`config.mk`:
```
export PLATFORM = sky130hd
export DESIGN_NAME = adc_ladder_keypad_decoder
export DESIGN_NICKNAME = d
export VERILOG_FILES = /design/src/rtl/akd_pkg.sv /design/src/rtl/akd_front.sv /design/src/rtl/akd_fifo.sv /design/src/rtl/akd_back.sv /design/src/rtl/adc_ladder_keypad_decoder.sv
export SDC_FILE = /design/constraint.sdc
export NUM_CORES = 1
export LEC_CHECK = 0
export BUFFER_PORTS_ARGS = -buffer_cell sky130_fd_sc_hd__clkbuf_2
export CORE_MARGIN = 1
export CORE_UTILIZATION = 35
export CTS_CLUSTER_DIAMETER = 120
export DETAILED_ROUTE_END_ITERATION = 16
export SYNTH_ARGS = -nofsm -noshare
export SYNTH_HDL_FRONTEND = slang
export SYNTH_SLANG_ARGS = --single-unit
```
`constraint.sdc`:
```
create_clock -name clk -period 6.7 [get_ports clk]
set_input_delay 1.34 -clock clk [delete_from_list [all_inputs] [get_ports clk]]
set_output_delay 1.34 -clock clk [all_outputs]
set_load 0.01 [all_outputs]
```
`src/rtl/akd_pkg.sv`:
```
package akd_pkg;

    localparam int LIMIT_W    = 12;
    localparam int SPG_W      = 8;
    localparam int SETTLE_W   = 16;
    localparam int TIME_W     = 32;
    localparam int CLS_W      = 3;
    localparam int CFG_IDX_W  = 3;
    localparam int CFG_DATA_W = 16;

    typedef logic [CLS_W-1:0] cls_t;

    localparam cls_t CLS_NONE   = 3'd0;
    localparam cls_t CLS_RIGHT  = 3'd1;
    localparam cls_t CLS_UP     = 3'd2;
    localparam cls_t CLS_DOWN   = 3'd3;
    localparam cls_t CLS_LEFT   = 3'd4;
    localparam cls_t CLS_SELECT = 3'd5;

    localparam logic [CFG_IDX_W-1:0] REG_SPG    = 3'd0;
    localparam logic [CFG_IDX_W-1:0] REG_RIGHT  = 3'd1;
    localparam logic [CFG_IDX_W-1:0] REG_UP     = 3'd2;
    localparam logic [CFG_IDX_W-1:0] REG_DOWN   = 3'd3;
    localparam logic [CFG_IDX_W-1:0] REG_LEFT   = 3'd4;
    localparam logic [CFG_IDX_W-1:0] REG_SELECT = 3'd5;
    localparam logic [CFG_IDX_W-1:0] REG_SETTLE = 3'd6;

    localparam logic [SPG_W-1:0]    RST_SPG    = 8'd5;
    localparam logic [LIMIT_W-1:0]  RST_RIGHT  = 12'd200;
    localparam logic [LIMIT_W-1:0]  RST_UP     = 12'd1800;
    localparam logic [LIMIT_W-1:0]  RST_DOWN   = 12'd3200;
    localparam logic [LIMIT_W-1:0]  RST_LEFT   = 12'd3800;
    localparam logic [LIMIT_W-1:0]  RST_SELECT = 12'd4090;
    localparam logic [SETTLE_W-1:0] RST_SETTLE = 16'd40;

    typedef struct packed {
        logic [LIMIT_W-1:0]  right_limit;
        logic [LIMIT_W-1:0]  up_limit;
        logic [LIMIT_W-1:0]  down_limit;
        logic [LIMIT_W-1:0]  left_limit;
        logic [LIMIT_W-1:0]  select_limit;
        logic [SETTLE_W-1:0] settle_ms;
    } cls_cfg_t;

endpackage

```
`src/rtl/akd_front.sv`:
```
module akd_front #(
    parameter int ADC_BITS = 12
) (
    input  logic                         clk,
    input  logic                         rst_n,
    input  logic [akd_pkg::SPG_W-1:0]    samples_per_group,
    input  logic                         in_valid,
    output logic                         in_ready,
    input  logic [ADC_BITS-1:0]          sample,
    input  logic [akd_pkg::TIME_W-1:0]   now_ms,
    output logic                         grp_push,
    input  logic                         grp_full,
    output logic [ADC_BITS+akd_pkg::SPG_W-1:0] grp_sum,
    output logic [akd_pkg::SPG_W-1:0]    grp_count,
    output logic [akd_pkg::TIME_W-1:0]   grp_time
);
    import akd_pkg::*;

    localparam int SUM_W = ADC_BITS + SPG_W;

    logic [SUM_W-1:0] sum_reg, sum_next;
    logic [SPG_W-1:0] taken_reg, taken_next;
    logic [SUM_W-1:0] sum_add;
    logic [SPG_W:0]   count_w;
    logic [SPG_W:0]   target;
    logic             accept;
    logic             complete;

    assign in_ready = !grp_full;
    assign accept   = in_valid && in_ready;
    assign sum_add  = sum_reg + SUM_W'(sample);
    assign count_w  = {1'b0, taken_reg} + 1'b1;
    // a group size of zero behaves as one
    assign target   = (samples_per_group == '0) ? (SPG_W+1)'(1)
                                                : {1'b0, samples_per_group};
    assign complete = count_w >= target;

    assign grp_push  = accept && complete;
    assign grp_sum   = sum_add;
    assign grp_count = count_w[SPG_W-1:0];
    assign grp_time  = now_ms;

    always_comb
    begin
        sum_next   = sum_reg;
        taken_next = taken_reg;
        if (accept)
        begin
            if (complete)
            begin
                sum_next   = '0;
                taken_next = '0;
            end
            else
            begin
                sum_next   = sum_add;
                taken_next = count_w[SPG_W-1:0];
            end
        end
    end

    always_ff @(posedge clk or negedge rst_n)
    begin
        if (!rst_n)
        begin
            sum_reg   <= '0;
            taken_reg <= '0;
        end
        else
        begin
            sum_reg   <= sum_next;
            taken_reg <= taken_next;
        end
    end

endmodule

```
`src/rtl/akd_fifo.sv`:
```
module akd_fifo #(
    parameter int WIDTH = 60
) (
    input  logic             clk,
    input  logic             rst_n,
    input  logic             push,
    input  logic [WIDTH-1:0] wdata,
    output logic             full,
    input  logic             pop,
    output logic [WIDTH-1:0] rdata,
    output logic             empty
);
    localparam int DEPTH = 2;
    localparam int PTR_W = $clog2(DEPTH);

    logic [WIDTH-1:0] mem [DEPTH];
    logic [PTR_W-1:0] wr_ptr_reg, rd_ptr_reg;
    logic [PTR_W:0]   cnt_reg;

    assign full  = cnt_reg == (PTR_W+1)'(DEPTH);
    assign empty = cnt_reg == '0;
    assign rdata = mem[rd_ptr_reg];

    always_ff @(posedge clk)
    begin
        if (push)
        begin
            mem[wr_ptr_reg] <= wdata;
        end
    end

    always_ff @(posedge clk or negedge rst_n)
    begin
        if (!rst_n)
        begin
            wr_ptr_reg <= '0;
            rd_ptr_reg <= '0;
            cnt_reg    <= '0;
        end
        else
        begin
            if (push)
            begin
                wr_ptr_reg <= wr_ptr_reg + 1'b1;
            end
            if (pop)
            begin
                rd_ptr_reg <= rd_ptr_reg + 1'b1;
            end
            if (push && !pop)
            begin
                cnt_reg <= cnt_reg + 1'b1;
            end
            else if (pop && !push)
            begin
                cnt_reg <= cnt_reg - 1'b1;
            end
        end
    end

endmodule

```
`src/rtl/akd_back.sv`:
```
module akd_back #(
    parameter int ADC_BITS = 12
) (
    input  logic                              clk,
    input  logic                              rst_n,
    input  akd_pkg::cls_cfg_t                 cfg,
    input  logic                              grp_empty,
    output logic                              grp_pop,
    input  logic [ADC_BITS+akd_pkg::SPG_W-1:0] grp_sum,
    input  logic [akd_pkg::SPG_W-1:0]         grp_count,
    input  logic [akd_pkg::TIME_W-1:0]        grp_time,
    output logic                              out_valid,
    input  logic                              out_ready,
    output logic [ADC_BITS-1:0]               average,
    output akd_pkg::cls_t                     level,
    output akd_pkg::cls_t                     press_event
);
    import akd_pkg::*;

    localparam int SUM_W  = ADC_BITS + SPG_W;
    localparam int STEP_W = $clog2(SUM_W + 1);
    localparam int CMP_W  = (ADC_BITS > LIMIT_W) ? ADC_BITS : LIMIT_W;

    typedef enum logic [2:0] {
        ST_IDLE = 3'b001,
        ST_DIV  = 3'b010,
        ST_DONE = 3'b100
    } state_t;

    state_t            state_reg, state_next;
    logic [SUM_W-1:0]  dvd_reg, dvd_next;
    logic [SPG_W-1:0]  rem_reg, rem_next;
    logic [SPG_W-1:0]  dvs_reg, dvs_next;
    logic [TIME_W-1:0] t_reg, t_next;
    logic [STEP_W-1:0] step_reg, step_next;

    cls_t              stable_reg, stable_next;
    cls_t              reported_reg, reported_next;
    logic [TIME_W-1:0] change_reg, change_next;

    logic              ov_reg, ov_next;
    logic [ADC_BITS-1:0] avg_reg, avg_next;
    cls_t              lvl_reg, lvl_next;
    cls_t              press_reg, press_next;

    logic [SPG_W:0]    rem_sh;
    logic [SPG_W:0]    rem_diff;
    logic              qbit;
    logic [ADC_BITS-1:0] quot;
    logic [CMP_W-1:0]  avg_ext;
    cls_t              cls;
    logic [TIME_W-1:0] elapsed;
    logic              settled;
    logic              emit;

    // restoring divider, one quotient bit per cycle
    assign rem_sh   = {rem_reg, dvd_reg[SUM_W-1]};
    assign rem_diff = rem_sh - {1'b0, dvs_reg};
    assign qbit     = rem_sh >= {1'b0, dvs_reg};
    assign quot     = dvd_reg[ADC_BITS-1:0];
    assign avg_ext  = CMP_W'(quot);

    always_comb
    begin
        priority if (avg_ext < CMP_W'(cfg.right_limit))
            cls = CLS_RIGHT;
        else if (avg_ext < CMP_W'(cfg.up_limit))
            cls = CLS_UP;
        else if (avg_ext < CMP_W'(cfg.down_limit))
            cls = CLS_DOWN;
        else if (avg_ext < CMP_W'(cfg.left_limit))
            cls = CLS_LEFT;
        else if (avg_ext < CMP_W'(cfg.select_limit))
            cls = CLS_SELECT;
        else
            cls = CLS_NONE;
    end

    assign elapsed = t_reg - change_reg;
    assign settled = elapsed >= TIME_W'(cfg.settle_ms);
    assign emit    = (state_reg == ST_DONE) && (!ov_reg || out_ready);
    assign grp_pop = (state_reg == ST_IDLE) && !grp_empty;

    always_comb
    begin
        state_next    = state_reg;
        dvd_next      = dvd_reg;
        rem_next      = rem_reg;
        dvs_next      = dvs_reg;
        t_next        = t_reg;
        step_next     = step_reg;
        stable_next   = stable_reg;
        reported_next = reported_reg;
        change_next   = change_reg;
        ov_next       = ov_reg;
        avg_next      = avg_reg;
        lvl_next      = lvl_reg;
        press_next    = press_reg;

        if (ov_reg && out_ready)
        begin
            ov_next = 1'b0;
        end

        unique case (state_reg)
            ST_IDLE:
            begin
                if (!grp_empty)
                begin
                    dvd_next   = grp_sum;
                    dvs_next   = grp_count;
                    t_next     = grp_time;
                    rem_next   = '0;
                    step_next  = '0;
                    state_next = ST_DIV;
                end
            end
            ST_DIV:
            begin
                dvd_next  = {dvd_reg[SUM_W-2:0], qbit};
                rem_next  = qbit ? rem_diff[SPG_W-1:0] : rem_sh[SPG_W-1:0];
                step_next = step_reg + 1'b1;
                if (step_reg == STEP_W'(SUM_W - 1))
                begin
                    state_next = ST_DONE;
                end
            end
            ST_DONE:
            begin
                if (emit)
                begin
                    ov_next    = 1'b1;
                    avg_next   = quot;
                    lvl_next   = cls;
                    press_next = CLS_NONE;
                    if (cls != stable_reg)
                    begin
                        stable_next = cls;
                        change_next = t_reg;
                    end
                    else if (settled)
                    begin
                        if (stable_reg != CLS_NONE && reported_reg == CLS_NONE)
                        begin
                            press_next = stable_reg;
                        end
                        reported_next = stable_reg;
                    end
                    state_next = ST_IDLE;
                end
            end
            default:
            begin
                state_next = ST_IDLE;
            end
        endcase
    end

    always_ff @(posedge clk or negedge rst_n)
    begin
        if (!rst_n)
        begin
            state_reg    <= ST_IDLE;
            step_reg     <= '0;
            stable_reg   <= CLS_NONE;
            reported_reg <= CLS_NONE;
            change_reg   <= '0;
            ov_reg       <= 1'b0;
        end
        else
        begin
            state_reg    <= state_next;
            step_reg     <= step_next;
            stable_reg   <= stable_next;
            reported_reg <= reported_next;
            change_reg   <= change_next;
            ov_reg       <= ov_next;
        end
    end

    always_ff @(posedge clk)
    begin
        dvd_reg   <= dvd_next;
        rem_reg   <= rem_next;
        dvs_reg   <= dvs_next;
        t_reg     <= t_next;
        avg_reg   <= avg_next;
        lvl_reg   <= lvl_next;
        press_reg <= press_next;
    end

    assign out_valid   = ov_reg;
    assign average     = avg_reg;
    assign level       = lvl_reg;
    assign press_event = press_reg;

endmodule

```
`src/rtl/adc_ladder_keypad_decoder.sv`:
```
// channel   dir  beat contents (lowest bits first)
// s_axis    in   tdata: sample[ADC_BITS], now_ms[32], zero fill to bytes
// m_axis    out  tdata: average[ADC_BITS], level[3], press_event[3], zero fill
// cfg       in   cfg_we / cfg_addr / cfg_data, one register write per cycle
//
// input beats are taken one per cycle while the two-group queue has room
// each completed group goes through the back end in turn: one load,
// ADC_BITS+8 steps of the restoring divider, one emit
// a stalled output holds the back end in its emit step; the front keeps
// summing until the queue fills, then drops s_axis_tready
// asynchronous reset restores the register defaults and clears control state
module adc_ladder_keypad_decoder #(
    parameter int ADC_BITS = 12
) (
    input  logic                            clk,
    input  logic                            rst_n,
    input  logic                            s_axis_tvalid,
    output logic                            s_axis_tready,
    // sample, now_ms
    input  logic [((ADC_BITS+akd_pkg::TIME_W+7)/8)*8-1:0] s_axis_tdata,
    output logic                            m_axis_tvalid,
    input  logic                            m_axis_tready,
    // average, level, press_event
    output logic [((ADC_BITS+2*akd_pkg::CLS_W+7)/8)*8-1:0] m_axis_tdata,
    input  logic                            cfg_we,
    input  logic [akd_pkg::CFG_IDX_W-1:0]   cfg_addr,
    input  logic [akd_pkg::CFG_DATA_W-1:0]  cfg_data
);
    import akd_pkg::*;

    localparam int SUM_W  = ADC_BITS + SPG_W;
    localparam int GRP_W  = SUM_W + SPG_W + TIME_W;
    localparam int OUT_W  = ((ADC_BITS + 2*CLS_W + 7) / 8) * 8;

    logic [SPG_W-1:0] spg_reg;
    cls_cfg_t         cfg_reg;

    logic [ADC_BITS-1:0] sample;
    logic [TIME_W-1:0]   now_ms;
    logic                grp_push, grp_full, grp_pop, grp_empty;
    logic [SUM_W-1:0]    push_sum;
    logic [SPG_W-1:0]    push_count;
    logic [TIME_W-1:0]   push_time;
    logic [GRP_W-1:0]    fifo_wdata, fifo_rdata;
    logic [ADC_BITS-1:0] average;
    cls_t                level;
    cls_t                press_event;

    always_ff @(posedge clk or negedge rst_n)
    begin
        if (!rst_n)
        begin
            spg_reg              <= RST_SPG;
            cfg_reg.right_limit  <= RST_RIGHT;
            cfg_reg.up_limit     <= RST_UP;
            cfg_reg.down_limit   <= RST_DOWN;
            cfg_reg.left_limit   <= RST_LEFT;
            cfg_reg.select_limit <= RST_SELECT;
            cfg_reg.settle_ms    <= RST_SETTLE;
        end
        else if (cfg_we)
        begin
            unique case (cfg_addr)
                REG_SPG:    spg_reg              <= cfg_data[SPG_W-1:0];
                REG_RIGHT:  cfg_reg.right_limit  <= cfg_data[LIMIT_W-1:0];
                REG_UP:     cfg_reg.up_limit     <= cfg_data[LIMIT_W-1:0];
                REG_DOWN:   cfg_reg.down_limit   <= cfg_data[LIMIT_W-1:0];
                REG_LEFT:   cfg_reg.left_limit   <= cfg_data[LIMIT_W-1:0];
                REG_SELECT: cfg_reg.select_limit <= cfg_data[LIMIT_W-1:0];
                REG_SETTLE: cfg_reg.settle_ms    <= cfg_data[SETTLE_W-1:0];
                default:    ;
            endcase
        end
    end

    assign sample = s_axis_tdata[ADC_BITS-1:0];
    assign now_ms = s_axis_tdata[ADC_BITS+TIME_W-1:ADC_BITS];

    akd_front #(
        .ADC_BITS (ADC_BITS)
    ) u_front (
        .clk               (clk),
        .rst_n             (rst_n),
        .samples_per_group (spg_reg),
        .in_valid          (s_axis_tvalid),
        .in_ready          (s_axis_tready),
        .sample            (sample),
        .now_ms            (now_ms),
        .grp_push          (grp_push),
        .grp_full          (grp_full),
        .grp_sum           (push_sum),
        .grp_count         (push_count),
        .grp_time          (push_time)
    );

    assign fifo_wdata = {push_time, push_count, push_sum};

    akd_fifo #(
        .WIDTH (GRP_W)
    ) u_fifo (
        .clk   (clk),
        .rst_n (rst_n),
        .push  (grp_push),
        .wdata (fifo_wdata),
        .full  (grp_full),
        .pop   (grp_pop),
        .rdata (fifo_rdata),
        .empty (grp_empty)
    );

    akd_back #(
        .ADC_BITS (ADC_BITS)
    ) u_back (
        .clk         (clk),
        .rst_n       (rst_n),
        .cfg         (cfg_reg),
        .grp_empty   (grp_empty),
        .grp_pop     (grp_pop),
        .grp_sum     (fifo_rdata[SUM_W-1:0]),
        .grp_count   (fifo_rdata[SUM_W+SPG_W-1:SUM_W]),
        .grp_time    (fifo_rdata[GRP_W-1:SUM_W+SPG_W]),
        .out_valid   (m_axis_tvalid),
        .out_ready   (m_axis_tready),
        .average     (average),
        .level       (level),
        .press_event (press_event)
    );

    assign m_axis_tdata = OUT_W'({press_event, level, average});

    // a press is only ever reported for the class of the same beat
    a_press_is_level: assert property (@(posedge clk) disable iff (!rst_n)
        (m_axis_tvalid && press_event != CLS_NONE) |-> (press_event == level))
        else $error("press event differs from level");

    a_level_range: assert property (@(posedge clk) disable iff (!rst_n)
        m_axis_tvalid |-> (level <= CLS_SELECT))
        else $error("level code out of range");

    // a queued group is never dropped: a full queue always stalls the input
    a_no_overflow: assert property (@(posedge clk) disable iff (!rst_n)
        (grp_full && !grp_pop) |=> grp_full)
        else $error("group queue lost an entry");

endmodule

```
==> results of run 1 <==
-- final cells by class --
| class | instances | area [sq um] | area share |
|---|---|---|---|
| Sequential cell | 369 | 10300 | 0.483 |
| Inverter | 139 | 522 | 0.0245 |
| Multi-Input combinational cell | 1026 | 7650 | 0.359 |
| Clock inverter | 26 | 313 | 0.0147 |
| Tap cell | 688 | 861 | 0.0404 |
| Timing Repair Buffer | 98 | 524 | 0.0246 |
| Clock buffer | 54 | 1150 | 0.0539 |
-- metal layers --
metal | global-route usage | share of wire | wire, um | up-vias
met4 | 0.0460 | 0.024 | 942 | 0
met1 | 0.195 | 0.47 | 18400 | 5716
met2 | 0.246 | 0.47 | 18300 | 171
li1 | - | - | - | 5885
met3 | 0.0248 | 0.035 | 1370 | 66
met5 | 0 | 0 | 0 | -
-- power by group through the flow --
stage	Sequential, mW	Clock, mW	Combinational (mW)
after floorplan	3.46	0	3.35
after detailed placement	3.63	0	4.28
final	3.58	2.40	4.28
after CTS	3.58	2.48	4.32
after global placement	3.60	0	4.19
after global routing	3.65	2.55	4.90
-- worst max-delay path by stage --
stage / slack [ns] / endpoint / cells past startpoint / start
2_1_floorplan: 0.04 / u_fifo.mem[0][0]$_DFFE_PP_ / 12 / spg_reg[2]$_DFFE_PN1P_
4_1_cts: 1.88 / u_back.reported_reg[2]$_DFFE_PN0P_ / 20 / u_back.change_reg[1]$_DFFE_PN0P_
3_5_place_dp: 1.91 / u_back.reported_reg[2]$_DFFE_PN0P_ / 20 / u_back.change_reg[1]$_DFFE_PN0P_
3_3_place_gp: 2.01 / u_back.reported_reg[0]$_DFFE_PN0P_ / 20 / u_back.change_reg[1]$_DFFE_PN0P_
6_report: 1.88 / u_back.reported_reg[0]$_DFFE_PN0P_ / 20 / u_back.change_reg[1]$_DFFE_PN0P_
5_1_grt: 1.38 / u_back.reported_reg[2]$_DFFE_PN0P_ / 20 / u_back.change_reg[1]$_DFFE_PN0P_
-- worst max-delay path, stage by stage (launching register included) --
cell and delay (ns):
dfrtp_1 0.37, inv_1 0.07, ha_1 0.28, nor2b_1 0.14, o31a_1 0.33, o31ai_4 0.36, a21oi_1 0.21, a21o_1 0.22
a21oi_1 0.17, xnor2_1 0.15, ha_1 0.27, a21o_1 0.18, a21o_1 0.17, a21oi_1 0.19, o21ai_0 0.11, a21oi_1 0.17
nand4_1 0.11, a2111oi_0 0.42, nand4_2 0.20, o21ai_2 0.23, mux2_1 0.34
-- stage by stage --
step,cells,power [mW]
after floorplan,1584,6.80
after global placement,2320,7.79
after detailed placement,2320,7.91
after CTS,2400,10.4
after global routing,2400,11.1
final,2400,10.3
-- synthesized netlist by cell type (13+ instances only) --
cell and number:
a21o_1 22, a21oi_1 64, a31oi_1 16, clkbuf_1 34, dfrtp_1 131, dfstp_2 32
edfxtp_1 206, ha_1 133, inv_1 139, mux2_2 116, mux2i_1 25, nand2_1 150
nand3_1 18, nand4_1 13, nor2_1 72, o21a_1 15, o21ai_0 127, xnor2_1 35
xor2_1 27
-- cell families after synthesis --
| kind of cell | Yosys count | synth area share |
|---|---|---|
| flops | 369 | 0.552 |
| simple gates | 351 | 0.0897 |
| compound gates | 327 | 0.111 |
| buf+inv | 189 | 0.0407 |
| mux | 144 | 0.0852 |
| fa+ha+maj | 136 | 0.0924 |
| xor+xnor | 62 | 0.0291 |
| other cells | 1 | 0.000201 |
==> results.txt, run 1 <==
R2R Setup Slk = 1.88 ns
sequential fraction of the synthesis area = 0.552
synthesized area per cell = 11.8 sq um
kind of critical path = flop to flop
global-route wire length before repair = 63300 um
Logic pwr share = 0.417
CTS tree = done
critical path required time = 7.14 ns
Synth cell types = 76
# hold bufs at CTS = 0
# setup viols final = 0
Antenna Cells = 0
global route overflow = 0
leading post-synthesis cells by cell area = edfxtp_1 (33%), dfrtp_1 (18%), ha_1 (8.9%)
Post-synth ARST share = 0.442
startpoint types = flop
Sw Ratio = 0.376
detailed-route via count = 11.8k
Post-Place Cell Area = 19900 sq um
crit path max fanout = 5
Clock Power Share = 0.234
Period Utilization, post-route = 0.720
Max-Cap Viols = 0
initial antenna violation count = 0
Post-synth EDFFs = 206
Core Rows = 84
Iteration-0 DRC Markers = 656
Final Hold Vio Count = 0
Int Pwr = 6.41 mW
Synth Instances = 1579
Die W = 233 um
worst slack, placed = 1.91 ns
final setup margin = 1.88 ns
Die H = 233 um
Post-CTS Resized = 0
Filler Cells Inserted = 4972
final WL = 39000 um
#FFs+latches synth = 369
Most used DFF post-synth = edfxtp_1
Routed Antenna Nets = 0
switching pwr = 3.86 mW
worst-case reg-to-reg path depth = 20
Pleak = 8.89 nW
All-Layer GR Usage = 0.148
vias in the first global route = 12.0k
worst hold slack = 0.483 ns
Ys Warns = 0
Placeable Area = 52700 sq um
clk root buf = clkbuf_16
setup TNS = 0 ns
largest net degree at the start of global routing = 94
Final Critical Period = 4.82 ns
CTS Buffer Depth = 3
Hold Path Stages = 1
Area growth syn-to-layout = 14.2%
RSZ-0062 raised after global routing = false
hpwl dp = 27000 um
max frequency = 207 MHz
port bufs = 87
status = finished clean
# IOs = 98
share of the synthesized area in the top cell type = 0.331
Initial Util = 0.355
VDD IR max = 0.000211 V
most common cell after layout, fill and taps aside = edfxtp_1
Reg power frac = 0.349
# Post-CTS Setup Buffers = 0
DRC Markers = 0
CTS buffer count = 43
clock latency on the worst-skew pair = 0.58 ns
Slew @ Worst Pin = 1.20 ns
Rel. slew slack = 0.199
fin nets = 1885
hold path endpoint = u_fifo.cnt_reg[1]$_DFFE_PN0P_
Hold Path Class = flop to flop
gpl congestion = 0.861
die footprint = 54300 sq um
Worst R2R End = u_back.reported_reg[0]$_DFFE_PN0P_
WP data arrival = 5.26 ns
most frequent cells in the layout = edfxtp_1 (206), nand2_1 (150), inv_1 (139), ha_1 (133), dfrtp_1 (130)
pwr dens = 481 nW/um^2
min-delay src = u_fifo.cnt_reg[1]$_DFFE_PN0P_
DR WL/cell = 16.3 um
Crit. End Element = flop
H-Tree Depth = 2
utilization of the core after routing = 0.405
post-synth top area cell = edfxtp_1
Post-Syn Area = 18700 sq um
DR pass1 iterations = 5
R2R Path Start = u_back.change_reg[1]$_DFFE_PN0P_
CTS Sinks = 369
max-slew violation count = 0
Final Cell Area = 21300 sq um
share of cells above drive strength 1 = 0.202
Worst Skew = 0.0276 ns
vias per inst = 4.93
max reg flops = 120
Clk pin slew, worst setup/hold paths = 0.06 ns
No activity file was read; power rests on OpenSTA's default activity.
==> run 2, diff against run 1 <==
==> constraint.sdc (replaced) <==
create_clock -name clk -period 4.95 [get_ports clk]
set_input_delay 0.99 -clock clk [delete_from_list [all_inputs] [get_ports clk]]
set_output_delay 0.99 -clock clk [all_outputs]
set_load 0.01 [all_outputs]
==> run 2 against run 1 <==
Effect of this change: worst hold slack worse by 0.0097 ns; sequential power is 37% higher; via count hardly changed; critical path type unchanged.
==> results.txt, run 2 (synthesized netlist as in run 1, its figures left out) <==
DRC Markers = 0 (unchanged)
vias in the first global route = 11.9k (was 12.0k)
CTS buffer count = 41 (was 43)
Clock Power Share = 0.238 (was 0.234)
# IOs = 98 (unchanged)
Iteration-0 DRC Markers = 578 (was 656)
final setup margin = 0.265 ns (was 1.88 ns)
Slew @ Worst Pin = 1.23 ns (was 1.20 ns)
# Post-CTS Setup Buffers = 0 (unchanged)
max frequency = 213 MHz (was 207 MHz)
most common cell after layout, fill and taps aside = edfxtp_1 (unchanged)
clk root buf = clkbuf_16 (unchanged)
max-slew violation count = 0 (unchanged)
CTS tree = done (unchanged)
R2R Path Start = u_back.change_reg[1]$_DFFE_PN0P_ (unchanged)
final WL = 39100 um (was 39000 um)
fin nets = 1884 (was 1885)
crit path max-delay cell type = dfrtp_1 (was a2111oi_0)
port bufs = 87 (unchanged)
Pleak = 8.89 nW (about the same)
Reg power frac = 0.350 (was 0.349)
Routed Antenna Nets = 0 (unchanged)
status = finished clean (unchanged)
die footprint = 54300 sq um (unchanged)
All-Layer GR Usage = 0.147 (was 0.148)
max reg flops = 120 (unchanged)
Die W = 233 um (unchanged)
Hold Path Class = input port to async pin (was flop to flop)
Logic pwr share = 0.413 (was 0.417)
Clk pin slew, worst setup/hold paths = 0.06 ns (about the same)
H-Tree Depth = 2 (unchanged)
VDD IR max = 0.000250 V (was 0.000211 V)
global route overflow = 0 (unchanged)
crit path max fanout = 5 (unchanged)
Placeable Area = 52700 sq um (unchanged)
Area growth syn-to-layout = 14.4% (was 14.2%)
DR WL/cell = 16.3 um (about the same)
kind of critical path = flop to flop (unchanged)
hpwl dp = 27300 um (was 27000 um)
Buf/Inv on CP = 1 (unchanged)
Crit. End Element = flop (unchanged)
beginning of the critical path = u_back.change_reg[1]$_DFFE_PN0P_ (unchanged)
Antenna Cells = 0 (unchanged)
DR pass1 iterations = 5 (unchanged)
Sw Ratio = 0.370 (was 0.376)
Worst Skew = 0.0226 ns (was 0.0276 ns)
startpoint types = flop (unchanged)
Final Critical Period = 4.68 ns (was 4.82 ns)
# setup viols final = 0 (unchanged)
critical path required time = 5.39 ns (was 7.14 ns)
Max-Cap Viols = 0 (unchanged)
Period Utilization, post-route = 0.946 (was 0.720)
switching pwr = 5.18 mW (was 3.86 mW)
gpl congestion = 0.859 (was 0.861)
Int Pwr = 8.83 mW (was 6.41 mW)
most frequent cells in the layout = edfxtp_1 (206), nand2_1 (150), inv_1 (139), ha_1 (133), dfrtp_1 (130) (unchanged)
initial antenna violation count = 0 (unchanged)
Initial Util = 0.355 (unchanged)
CTS Sinks = 369 (unchanged)
max incr delay on CP = 0.38 ns (was 0.42 ns)
Die H = 233 um (unchanged)
Rel. slew slack = 0.176 (was 0.199)
delay-heaviest family, CP = compound AO/OA/AOI/OAI gates (unchanged)
Most common cell on crit path = a21oi_1 (unchanged)
Core Rows = 84 (unchanged)
crit-path cells = inv_1 -> ha_1 -> nor2b_1 -> o31a_1 -> o31ai_4 -> a21oi_1 -> a21o_1 -> a21oi_1 -> xnor2_1 -> ha_1 -> a21o_1 -> a21o_1 -> a21oi_1 -> o21ai_0 -> a21oi_1 -> nand4_1 -> a2111oi_2 -> nand4_2 -> o21ai_2 -> mux2_1 (was inv_1 -> ha_1 -> nor2b_1 -> o31a_1 -> o31ai_4 -> a21oi_1 -> a21o_1 -> a21oi_1 -> xnor2_1 -> ha_1 -> a21o_1 -> a21o_1 -> a21oi_1 -> o21ai_0 -> a21oi_1 -> nand4_1 -> a2111oi_0 -> nand4_2 -> o21ai_2 -> mux2_1)
largest net degree at the start of global routing = 74 (was 94)
vias per inst = 4.94 (was 4.93)
clock latency on the worst-skew pair = 0.56 ns (was 0.58 ns)
Final Hold Vio Count = 0 (unchanged)
CTS Buffer Depth = 3 (unchanged)
detailed-route via count = 11.8k (about the same)
pwr dens = 656 nW/um^2 (was 481 nW/um^2)
post-route insts no fill = 2396 (was 2400)
DP Cell Count = 2321 (was 2320)
worst slack, placed = 0.204 ns (was 1.91 ns)
WP data arrival = 5.13 ns (was 5.26 ns)
share of cells above drive strength 1 = 0.198 (was 0.202)
global-route wire length before repair = 63000 um (was 63300 um)
[run 2: cell types whose count changed in the layout (fill, tap and decap cells not counted), sizes merged]
| cell | delta |
|---|---|
| buf | +1 |
| inv | -2 |
| clkbuf | -3 |
| clkinv | -5 |
| bufinv | +5 |
[run 2: cell type report]
class                   instances  area (sq um)
inverters                     139           522
repair buffers                 99           544
clock buffers                  51          1080
clock inverters                24           383
flip-flops and latches        369         10300
well taps                     688           861
multi-input cells            1026          7660
fillers                      4915         31300
[run 2: stage by stage]
step | hold WS, ns | TNS (ns) | utilization | cell area, sq um | power [mW]
after floorplan | 0.443 | 0 | - | 18700 | 9.21
after global placement | 0.459 | 0 | 0.378 | 19900 | 10.5
after detailed placement | 0.472 | 0 | 0.378 | 19900 | 10.7
after CTS | 0.482 | 0 | 0.406 | 21400 | 14.1
after global routing | 0.502 | -0.271 | 0.406 | 21400 | 15.1
final | 0.473 | 0 | 0.406 | 21400 | 14.0
[run 2: routing by layer]
metal | up-vias | GRT usage | part of all wire | routed length (um)
met5 | - | 0 | 0 | 0
met4 | 0 | 0.0480 | 0.023 | 902
met3 | 58 | 0.0255 | 0.034 | 1330
met2 | 182 | 0.246 | 0.48 | 18700
met1 | 5730 | 0.193 | 0.46 | 18200
li1 | 5872 | - | - | -
[run 2: what timing repair did]
action / CTS / global route
gates resized for setup: 0 / 2
setup endpoints to repair: 0 / 3
hold buffers: 0 / 0
[run 2: path summary, 6_finish.rpt]
| path | end | slack (ns) | depth (start not counted) |
|---|---|---|---|
| min in group clk | u_front.sum_reg[11]$_DFFE_PN0P_ | 0.48 | 2 |
| worst min register to register | u_front.sum_reg[11]$_DFFE_PN0P_ | 0.48 | 2 |
| worst max register to register | u_back.reported_reg[1]$_DFFE_PN0P_ | 0.27 | 20 |
| worst max-delay path | u_back.reported_reg[1]$_DFFE_PN0P_ | 0.27 | 20 |
| max in group asynchronous | cfg_reg[35]$_DFFE_PN1P_ | 3.49 | 2 |
| worst min-delay path | u_front.sum_reg[19]$_DFFE_PN0P_ | 0.47 | 1 |
[run 2: power groups by stage]
stage                     sequential (mW)  combinational (mW)  clock, mW
after floorplan                      4.68                4.53          0
after global placement               4.95                5.60          0
after detailed placement             4.97                5.75          0
after CTS                            4.91                5.79       3.41
after global routing                 5.01                6.57       3.52
final                                4.90                5.78       3.33
